===== src/gcd_pkg.sv =====
// shared types, constants and arithmetic helpers for the great-circle distance pipeline
package gcd_pkg;

  localparam int CordicStepsDef = 28;
  localparam int SqrtSteps      = 32;

  localparam logic [31:0] DegToRadQ60 = 32'd2012227627;
  localparam logic signed [63:0] CordicGainQ30 = 64'sd652032874;
  localparam logic signed [63:0] PiQ29         = 64'sd1686629713;
  localparam logic signed [63:0] HalfPiQ29     = 64'sd843314857;
  localparam logic [24:0] MaxDistanceM = 25'd20015087;
  localparam logic [22:0] EarthRadiusM = 23'd6371000;
  localparam logic [63:0] OneQ60 = 64'h1000_0000_0000_0000;

  typedef logic signed [63:0] word_t;

  // sin/cos lane: angle, x, y, cosine flip
  typedef struct packed {
    word_t x;
    word_t y;
    word_t z;
    logic  flip;
  } rot_t;

  // per-item payload travelling beside the arithmetic
  typedef struct packed {
    logic vld;
    logic known;
  } tag_t;

  function automatic word_t atan_step(input int i);
    word_t r;
    r = '0;
    case (i)
      0: r = 64'sd421657428;
      1: r = 64'sd248918915;
      2: r = 64'sd131521918;
      3: r = 64'sd66762579;
      4: r = 64'sd33510843;
      5: r = 64'sd16771758;
      6: r = 64'sd8387925;
      7: r = 64'sd4194219;
      8: r = 64'sd2097141;
      9: r = 64'sd1048575;
      default: begin
        if (i < 30) r = word_t'(64'sd1 <<< (29 - i));
        else r = '0;
      end
    endcase
    return r;
  endfunction

endpackage


===== src/gcd_rot_cell.sv =====
// one rotation-mode cordic cell, instantiated in each of the four sin/cos lanes
module gcd_rot_cell #(
  parameter int STEP = 0
) (
  input  logic          clk,
  input  logic          en,
  input  gcd_pkg::rot_t d_in,
  output gcd_pkg::rot_t d_out
);
  import gcd_pkg::*;

  rot_t nxt;

  always_comb begin
    nxt = d_in;
    if (d_in.z >= 0) begin
      nxt.x = d_in.x - (d_in.y >>> STEP);
      nxt.y = d_in.y + (d_in.x >>> STEP);
      nxt.z = d_in.z - atan_step(STEP);
    end else begin
      nxt.x = d_in.x + (d_in.y >>> STEP);
      nxt.y = d_in.y - (d_in.x >>> STEP);
      nxt.z = d_in.z + atan_step(STEP);
    end
  end

  always_ff @(posedge clk) begin
    if (en) d_out <= nxt;
  end
endmodule


===== config.mk =====
export PLATFORM = sky130hd
export DESIGN_NAME = gcd_rot_cell
export DESIGN_NICKNAME = d
export VERILOG_FILES = /design/src/gcd_pkg.sv /design/src/gcd_rot_cell.sv
export SDC_FILE = /design/constraint.sdc
export NUM_CORES = 1
export LEC_CHECK = 0
export ABC_CLOCK_PERIOD_IN_PS = 8600
export BUFFER_PORTS_ARGS = -buffer_cell sky130_fd_sc_hd__buf_2
export CAP_MARGIN = 30
export CORE_MARGIN = 5
export CORE_UTILIZATION = 45
export DETAILED_ROUTE_END_ITERATION = 8
export GPL_ROUTABILITY_DRIVEN = 0
export MAX_ROUTING_LAYER = met4
export PLACE_DENSITY = 0.69
export SYNTH_ARGS = -nofsm -noshare
export SYNTH_HDL_FRONTEND = slang
export SYNTH_SLANG_ARGS = --single-unit

===== constraint.sdc =====
create_clock -name clk -period 8.6 [get_ports clk]
set_input_delay 2.15 -clock clk [delete_from_list [all_inputs] [get_ports clk]]
set_output_delay 2.15 -clock clk [all_outputs]
set_load 0.01 [all_outputs]

---- Word level (Yosys, flattened, before mapping) ----
Index checks and enable logic that the tools add are counted.
operators by class
  add/sub/neg operators ................... 5
  $lt $le $gt $ge ......................... 1
  muxes and demuxes ....................... 1
operators with widths
  cell                    count
  $mux 192                1
  $sub 64x64->64          2
  $add 64x30->64 const B  1
  $add 64x64->64          1
  $ge 64x1->1 const B     1
  $sub 64x30->64 const B  1
storage, ports and cells
  register bits after elaboration ......... 193
  input bits .............................. 195
  output and inout port bits .............. 193
  logic and storage cells ................. 11

---- Logic depth before layout (Yosys ltp) ----
  depth in word-level cells ............... 2
  gate-level depth with buffers ........... 16
  depth with buffers taken out ............ 14

---- Least setup slack after synthesis ----
OpenSTA, ideal clock, no wires.
  path kind ............................... input -> register
  start point ............................. input d_in[64] (netlist bit)
  end point ............................... register d_out[57] (netlist bit) (data pin)
  arrival ................................. 6.875 ns
  data required time ...................... 8.326 ns
  slack ................................... 1.451 ns
  cell stages on the path ................. 15
  path through ............................ inv_1 -> clkbuf_1 -> buf_1 -> ha_1 -> o21a_1 -> o31a_1 -> o31a_1 -> a21oi_1 -> nand4_1 -> a221o_1 -> a311o_1 -> a221oi_1 -> o41a_1 -> o41ai_1 -> xor2_1
RTL lines
  element                 RTL line            source
  start: declaration      gcd_rot_cell.sv:7   input gcd_pkg::rot_t d_in,
  end signal: assignment  gcd_rot_cell.sv:28  if (en) d_out <= nxt;
  end: declaration        gcd_rot_cell.sv:8   output gcd_pkg::rot_t d_out

==> impl_metrics.ini <==
[setup_path]
slowest_delay_ns = 0.74
critPathCaptureType = flip-flop
cpLargestDelayFamily = compound AO/OA/AOI/OAI gates
crit_chain = buf_2, inv_1, ha_1, nor3_2, nand2_1, a211oi_1, nor2_1, o41ai_1, buf_4, a31oi_1, o31ai_1, buf_4, a21oi_1, o21ai_0, a22oi_1, xor2_1
cp_max_fo = 13
path_class = in2reg
cp.required_ns = 8.84
cp_common_cell = buf_4
cp.arrival_ns = 6.55
critPathBufInv = 4
crit_path_top_delay_cell = o41ai_1
critPathLaunchType = input port

[sta]
worst_pin_slew_ns = 1.039
grt_setup_unrepaired = false
period_minus_slack_ns = 6.304
layout_setup_ws_ns = 2.296
setup_viol = 0
hold_viol = 0
period_share_pct = 73.30
fmax_mhz = 158.6
fin_tns_setup_ns = 0
slew-limit-headroom_pct = 28.92
drv_slew = 0

[detailed_routing]
drt_first_pass_iters = 9
drtIter0Drc = 2888
detail_route.wl_per_cell_um = 21.90
routed_wl_um = 75920
ant_nets = 0
remaining_drc_errors = 0
vias_per_cell = 6.194
vias = 21480

[grt]
grt-ovfl-total = 0
grt_pass1_vias = 20200
grt_pass1_wl_um = 114100
antenna_found_initial = 13
grt_start_max_net_pins = 94
grt_use_total_pct = 29.35

[clock_network]
cts_hold_buf = 0
post-cts-setup-buffer-count = 0
numCtsBuffers = 17
clkSinkCount = 192
cts_tree = yes
clkTransAtPathRegs_ns = 0.09
cts_root_buf = clkbuf_16
htree_num_levels = 4
cts_buffer_depth = 2
cts_resized = 0

[yosys]
yosys.area.top_type = edfxtp_1
synth.avg_cell_area_um2 = 8.162
yosysWarningCount = 0
syn_area_um2 = 20740
yosysTopAreaCellShare_pct = 27.80
syn-num-nets = 2989
synth_area_leaders = edfxtp_1 28%, ha_1 15%, a21oi_1 9.0%, xnor2_1 6.0%, o21ai_0 4.6%
ys_ff_latch = 192
synth_cells = 2541
async_reset_ff_share_pct = 0
synthDistinctLibCells = 77
yosys_most_used_dff = edfxtp_1
synth_edf_count = 192
ys_seq_area_share_pct = 27.80

[floorplanning]
die-area_um2 = 50480
io-pin-count = 388
die_h_um = 224.7
rows = 78
core_um2 = 45480
die_x_um = 224.7
start_util_pct = 45.60

[placement]
post-dp-hpwl_um = 60660
io_buffer_count = 387
dp_slack_ns = 1.865

[layout]
seq_area_um2 = 5766
mostFrequentLayoutCells = 385 x buf_2, 372 x a21oi_1, 249 x ha_1
nNetsFinal = 3288
nFillCells = 4367
top_regs = d_out x192
layout_commonest_cell = buf_2
utilization_pct = 52.12
largest_reg_flops = 192
syn2layout_area_growth_pct = 14.30
top_register = d_out
multiInputGateArea_um2 = 13690
drive_gt1_share_pct = 15.95

[power_and_ir_drop]
p_leak_nw = 10.42
seq_power_share_pct = 34.8
pwr_density_cell_nw_per_um2 = 157.5
combinationalPowerShare_pct = 42.5
p_sw_mw = 1.500
p_sw_share_pct = 40.17
p_int_mw = 2.234
clkPwrFrac_pct = 22.7
ir_drop_uv = 204.8

[min_path]
holdCritPathClass = in2reg

[outcome]
status = completed

[flow_run]
drv_cap = 0
[power by group through the flow]
stage	Sequential (mW)	Combinational (mW)	Clock [mW]
2_1_floorplan	1.39	0.888	0
3_3_place_gp	1.32	1.52	0
3_5_place_dp	1.32	1.53	0
5_1_grt	1.31	1.70	0.912
4_1_cts	1.30	1.54	0.874
6_report	1.30	1.59	0.847
[cells by family after synthesis]
kind of cell	Yosys count	synth area share, %
flip-flops	192	27.80
XOR/XNOR	181	7.644
AO/OA/AOI/OAI	945	28.17
multiplexers	21	1.014
AND/OR/NAND/NOR	611	13.77
buffers and inverters	338	6.196
adder cells (fa/ha/maj)	253	15.41
[cells in the mapped netlist (6+ instances only)]
library cell  instances
a21oi_1             372
ha_1                249
inv_1               217
nor2_1              194
edfxtp_1            192
o21ai_0             190
nand2_1             172
xnor2_1             143
clkbuf_1             89
o21bai_1             74
a21o_1               72
nand4_1              55
nand3_1              40
xor2_1               38
nor3_1               33
a211oi_1             29
nor2b_1              29
nor4_1               29
o21a_1               26
o31ai_1              22
mux2i_1              21
buf_1                20
a31oi_1              18
o211ai_1             17
a21boi_0             13
nand2b_1             12
o31a_1               11
or3_1                10
and2_1                8
and3_1                8
o2111ai_1             8
a221oi_1              7
a311oi_1              7
a221o_1               6
a31o_2                6
o22ai_1               6
[worst paths after layout]
kind	cells past startpoint	from	endpoint	slack (ns)
max	16	d_in[74]	d_out[192]$_DFFE_PP_	2.30
min	1	d_in[0]	d_out[0]$_DFFE_PP_	1.82
[cell type report]
type                            instances  share of cell area [%]
Tap cell                              600                   3.167
Inverter                              222                   3.521
Clock inverter                         15                  0.7812
Timing Repair Buffer                  396                   8.519
Multi-Input combinational cell       2011                   57.75
Clock buffer                           17                   1.795
Sequential cell                       192                   24.32
Antenna cell                           14                  0.1478
[through the flow]
step                power [mW]  hold WS, ns  instances  area (um2)
floorplan                2.283        2.249       2541       20740
global placement         2.838        2.326       3421       23060
detailed placement       2.849        2.329       3421       23060
CTS                      3.720        1.780       3453       23670
global route             3.922        1.793       3464       23700
finish                   3.734        1.823       3467       23710
[metal layers]
metal  GRT usage, %  vias up  part of all wire [%]
li1               -     9853                     -
met1          39.04     9975                    40
met2          44.38     1459                    44
met3          7.439      188                    13
met4          8.721        0                   3.1
met5              -        -                     0
Note: power is estimated with default switching activity, not from simulation.
