## config.mk

```make
export PLATFORM = sky130hd
export DESIGN_NAME = gcd_sqrt_cell
export DESIGN_NICKNAME = d
export VERILOG_FILES = /design/src/gcd_sqrt_cell.sv
export SDC_FILE = /design/constraint.sdc
export NUM_CORES = 1
export LEC_CHECK = 0
export BUFFER_PORTS_ARGS = -buffer_cell sky130_fd_sc_hd__buf_4
export CAP_MARGIN = 10
export CORE_ASPECT_RATIO = 1.2
export CORE_MARGIN = 3
export CORE_UTILIZATION = 25
export DETAILED_ROUTE_END_ITERATION = 6
export GPL_ROUTABILITY_DRIVEN = 0
export PLACE_DENSITY_LB_ADDON = 0.1
export SLEW_MARGIN = 20
export SYNTH_ARGS = -nofsm -noshare
export SYNTH_HDL_FRONTEND = slang
export SYNTH_SLANG_ARGS = --single-unit
```

## constraint.sdc

```tcl
create_clock -name clk -period 3.55 [get_ports clk]
set_clock_uncertainty 0.05 [all_clocks]
set_input_delay 0 -clock clk [delete_from_list [all_inputs] [get_ports clk]]
set_output_delay 0 -clock clk [all_outputs]
set_load 0.01 [all_outputs]
```

## src/gcd_sqrt_cell.sv

```systemverilog
// one restoring square-root cell, two radicands side by side
module gcd_sqrt_cell #(
  parameter int STEP = 0
) (
  input  logic        clk,
  input  logic        en,
  input  logic [63:0] va_in,
  input  logic [63:0] ra_in,
  input  logic [63:0] vb_in,
  input  logic [63:0] rb_in,
  output logic [63:0] va_out,
  output logic [63:0] ra_out,
  output logic [63:0] vb_out,
  output logic [63:0] rb_out
);
  localparam logic [63:0] Bit = 64'd1 << (62 - 2 * STEP);

  logic [63:0] va_nxt, ra_nxt, vb_nxt, rb_nxt;

  always_comb begin
    if (va_in >= ra_in + Bit) begin
      va_nxt = va_in - (ra_in + Bit);
      ra_nxt = (ra_in >> 1) + Bit;
    end else begin
      va_nxt = va_in;
      ra_nxt = ra_in >> 1;
    end
    if (vb_in >= rb_in + Bit) begin
      vb_nxt = vb_in - (rb_in + Bit);
      rb_nxt = (rb_in >> 1) + Bit;
    end else begin
      vb_nxt = vb_in;
      rb_nxt = rb_in >> 1;
    end
  end

  always_ff @(posedge clk) begin
    if (en) begin
      va_out <= va_nxt;
      ra_out <= ra_nxt;
      vb_out <= vb_nxt;
      rb_out <= rb_nxt;
    end
  end
endmodule

```

# Word level (Yosys, flattened, before mapping)
# Cells that the tools add are included.
# op_classes
add_sub_neg,6
order_cmp,2
mux,4
# op_table
operator,n
63-bit by 63-bit adder with 64-bit output (second input constant),2
64-bit by 63-bit adder with 64-bit output (second input constant),2
64-bit greater-or-equal comparator,2
64-bit 2-to-1 mux,2
64-bit subtractor,2
63-bit 2-to-1 mux,2
# word_totals
register_bits,256
in_bits,258
out_inout_bits,256

# Logic depth before layout (Yosys ltp)
# depth
ltp_word,3
ltp_mapped,15
ltp_nobuf,13

# Least setup slack after synthesis
# Ideal clock, no wire load.
# synth_timing
kind,input to register
from,in va_in[0]
to,reg va_out[62] (data pin)
arrival_ns,2.643
required_ns,3.348
slack_ns,0.705
cell_stages,13
n_path_buf,0
cell_sequence,inv_1 ha_1 fa_1 nor2b_1 o2111ai_2 nand3b_4 and4b_1 o21ai_2 a2111oi_4 or3b_4 a211oi_2 or4_1 a31oi_1
# synth_between
elab_chain_cells,2
word_cells_on_any_way,3
classes_between,add/sub: 1; order compare: 1; mux: 1
# synth_lines
element,line_no,rtl
"start, declared",7,"input logic [63:0] va_in,"
64-bit subtractor or 64-bit greater-or-equal comparator (tied branches),"22, 21",
64-bit 2-to-1 mux (*),21,if (va_in >= ra_in + Bit) begin
net va_nxt[62],18,"logic [63:0] va_nxt, ra_nxt, vb_nxt, rb_nxt;"
"end signal, assigned",39,va_out <= va_nxt;
"end, declared",11,"output logic [63:0] va_out,"
# The timed path passes the listed nets; every way through them passes the cells marked *.
# A chain may end at the register's enable or synchronous reset.

# Worst setup path in the final report
# layout_timing
from,in rb_in[5]
to,reg vb_out[54] (data pin)
# layout_between
elab_chain_cells,3
word_cells_on_any_way,4
classes_between,add/sub: 2; order compare: 1; mux: 1
# layout_lines
element,line_no,rtl
"start, declared",10,"input logic [63:0] rb_in,"
64-bit by 63-bit adder with 64-bit output (*),"28, 29",
64-bit subtractor or 64-bit greater-or-equal comparator (tied branches),"29, 28",
64-bit 2-to-1 mux (*),28,if (vb_in >= rb_in + Bit) begin
net vb_nxt[54],18,
"end signal, assigned",41,vb_out <= vb_nxt;
"end, declared",13,"output logic [63:0] vb_out,"
# Marked as above.

==> impl_metrics.ini <==
[sta]
relSlewSlack_pct = 60.5
hold_slack_ns = 0.0869
min_period_ns = 3.48
fin_crit_sh_pct = 98.2
worst_slew_pin_slew_ns = 0.586
slew_viol_final = 0
setup_viol = 0
setup-tns-final_ns = 0
hold_viol = 0
clock.fmax_mhz = 287

[die]
die_y_um = 296
fp.dieW_um = 248
rows = 105
dieArea_sq_um = 73300
ioPinCount = 514
start_util_pct = 25.5
core_sq_um = 68800

[global_routing]
grt_max_degree = 82
grt_use_total_pct = 18.3
grt_overflow = 0
grt_pass1_wl_um = 104000
antenna_found_initial = 4
grt_pass1_vias = 17800

[yosys]
synth_cell_type_count = 90
yosysWarnings = 0
syn_area_per_cell_sq_um = 9.56
synth_cells = 1833
synth-main-ff-cell = edfxtp_1
synth_edf_count = 256
postSynth.asyncResetShare_pct = 0
syn_nets = 2221
synth_area_sq_um = 17500
synth_seq_area_share_pct = 43.9
synth_seq_cells = 256

[cells_and_area]
fillCellCount = 7028
syn_to_final_growth_pct = 51.3
final-instance-count-excl-fill = 3566
final_nets = 3016
final_area_sq_um = 26500
drive_above_1_share_pct = 26.5

[critical_path]
worstPathRequired_ns = 3.77
path_class = input port to flop
worst_path_max_delay_cell = dlygate4sd3_1
crit_path_end_kind = flop
crit_start = rb_in[5]
start_kind = input port
path_cells = dlygate4sd3_1, buf_4, inv_1, ha_1, a211oi_2, nor2_1, nor3_2, o22ai_1, nand4b_1, a311o_1, a311o_2, a21boi_4, buf_4, xor2_1, a21oi_1
cp.arrival_ns = 3.70
max_stage_delay_ns = 0.54
endpoint = vb_out[54]$_DFFE_PP_
crit_fanout = 5
cpMostUsedCell = buf_4

[route]
totalWireLength_um = 69900
routed_via_density = 4.73
vias = 16900
drc = 0
wl_per_cell_um = 19.6
drt-pass1-iter-count = 7
drt_iter0_drc = 810
ant_nets = 0

[worst_hold_path]
hp-class = input port to flop

[power]
power.total_mw = 11.0
leakagePower_nw = 11.6
p_per_area_nw_per_um2 = 417
irDropWorstVdd_mv = 0.342

[clock_tree]
clockBufferDepth = 3
clkSinkCount = 256
cts_root_buf = clkbuf_16
cts_inserted_buffers = 34
cts_tree = yes
clkTransAtPathRegs_ns = 0.05
h-tree-depth = 2

[flow_run]
maxCapViolCount = 0

[placement]
placed_cells = 3240
dpl_cell_area_sq_um = 22700
hpwl_um = 55900
port_buffers = 513

[outcome]
status = completed
-- stage by stage --
stage               util, %  setup WS [ns]
finish                 38.5         0.0652
global route           38.5       -0.00125
CTS                    38.3         0.0137
detailed placement     33.0         -0.212
global placement       33.0         -0.253
floorplan                 -          0.705
-- worst min path at each step --
stage | slack [ns] | endpoint | depth (start not counted) | startpoint
floorplan | 0.05 | ra_out[0]$_DFFE_PP_ | 0 | ra_in[1]
global placement | 0.14 | ra_out[13]$_DFFE_PP_ | 1 | ra_in[14]
detailed placement | 0.14 | rb_out[12]$_DFFE_PP_ | 1 | rb_in[13]
CTS | -0.29 | vb_out[0]$_DFFE_PP_ | 3 | vb_in[0]
global route | 0.11 | vb_out[28]$_DFFE_PP_ | 5 | vb_in[28]
finish | 0.09 | vb_out[28]$_DFFE_PP_ | 5 | vb_in[28]
-- placed cells by master, fill, tap and decap left out, types with 9 or more instances in the layout --
cell type	netlist	layout
a211oi_1	15	12
a21o_1	78	78
a21oi_1	237	234
a31oi_1	18	17
and2_1	10	10
and3_1	13	13
buf_4	3	576
clkbuf_16	0	35
dlygate4sd3_1	0	257
edfxtp_1	256	256
ha_1	128	127
inv_1	153	153
mux2_2	10	10
nand2_1	128	128
nand2b_1	13	13
nand3_1	33	33
nand4_1	44	44
nor2_1	175	174
nor3_1	29	29
o21a_1	11	11
o21ai_0	83	81
o21ai_1	17	19
o21bai_1	32	32
o31ai_1	13	13
or3_1	9	9
xnor2_1	68	68
xor2_1	46	46
-- sequential cells by signal, indices dropped and copies added, names as in the netlist --
signal	cells
vb_out	64
rb_out	64
ra_out	64
va_out	64
-- cell type report --
cell class	count	area, sq um	share of cell area [%]
flip-flops and latches	256	7690	29.0
well taps	909	1140	4.29
multi-input cells	1340	8940	33.7
clock inverters	20	203	0.764
clock buffers	40	895	3.37
repair buffers	842	7070	26.7
inverters	154	578	2.18
diodes	5	12.5	0.0472
-- cells in the mapped netlist (15+ instances only) --
master | number | share of area [%]
a211oi_1 | 15 | 0.64
nand3_1 | 33 | 0.94
inv_1 | 153 | 3.3
ha_1 | 128 | 9.1
nor3_1 | 29 | 0.83
a21o_1 | 78 | 3.3
edfxtp_1 | 256 | 44
xor2_1 | 46 | 2.3
clkbuf_1 | 53 | 1.1
nor2_1 | 175 | 3.7
buf_2 | 16 | 0.46
a31oi_1 | 18 | 0.64
o21ai_0 | 83 | 2.4
a21oi_1 | 237 | 6.8
o21ai_1 | 17 | 0.49
o21bai_1 | 32 | 1.4
nand2_1 | 128 | 2.7
xnor2_1 | 68 | 3.4
nand4_1 | 44 | 1.6
-- routing by layer --
metal	vias up	part of all wire, %	track usage, %
met4	0	3.0	5.52
li1	8293	-	-
met5	-	0	0
met3	113	6.4	4.08
met1	7923	39	20.2
met2	550	52	34.6
-- report_power, final --
part	internal [mW]	switching (mW)	total (mW)
clock	2.04	1.43	3.47
sequential	3.79	0.118	3.91
combinational	1.70	1.97	3.67
total	7.53	3.52	11.0
-- worst max-delay path: cells and delay by family --
kind	cells	cell delay (ns)
compound gates	6	1.63
buf+inv	4	0.85
simple gates	3	0.70
fa+ha+maj	1	0.36
xor+xnor	1	0.15
-- logic make-up after synthesis --
group                      count (synthesis)  share of synthesized area [%]
DFF                                      256                           43.9
muxes                                     15                          0.949
AOI/OAI and AO/OA                        578                           20.7
xor gates and xnor gates                 114                           5.70
adders and majority gates                130                           9.37
buffers and inverters                    237                           5.70
and+or+nand+nor                          503                           13.8
-- what timing repair did --
item,4_1_cts,5_1_grt
hold endpoints to repair,304,1
resized for setup,0,19
hold buffers,255,2
endpoints found under the setup margin,0,56
buffers inserted,0,4
(Power assumes the default switching activity.)
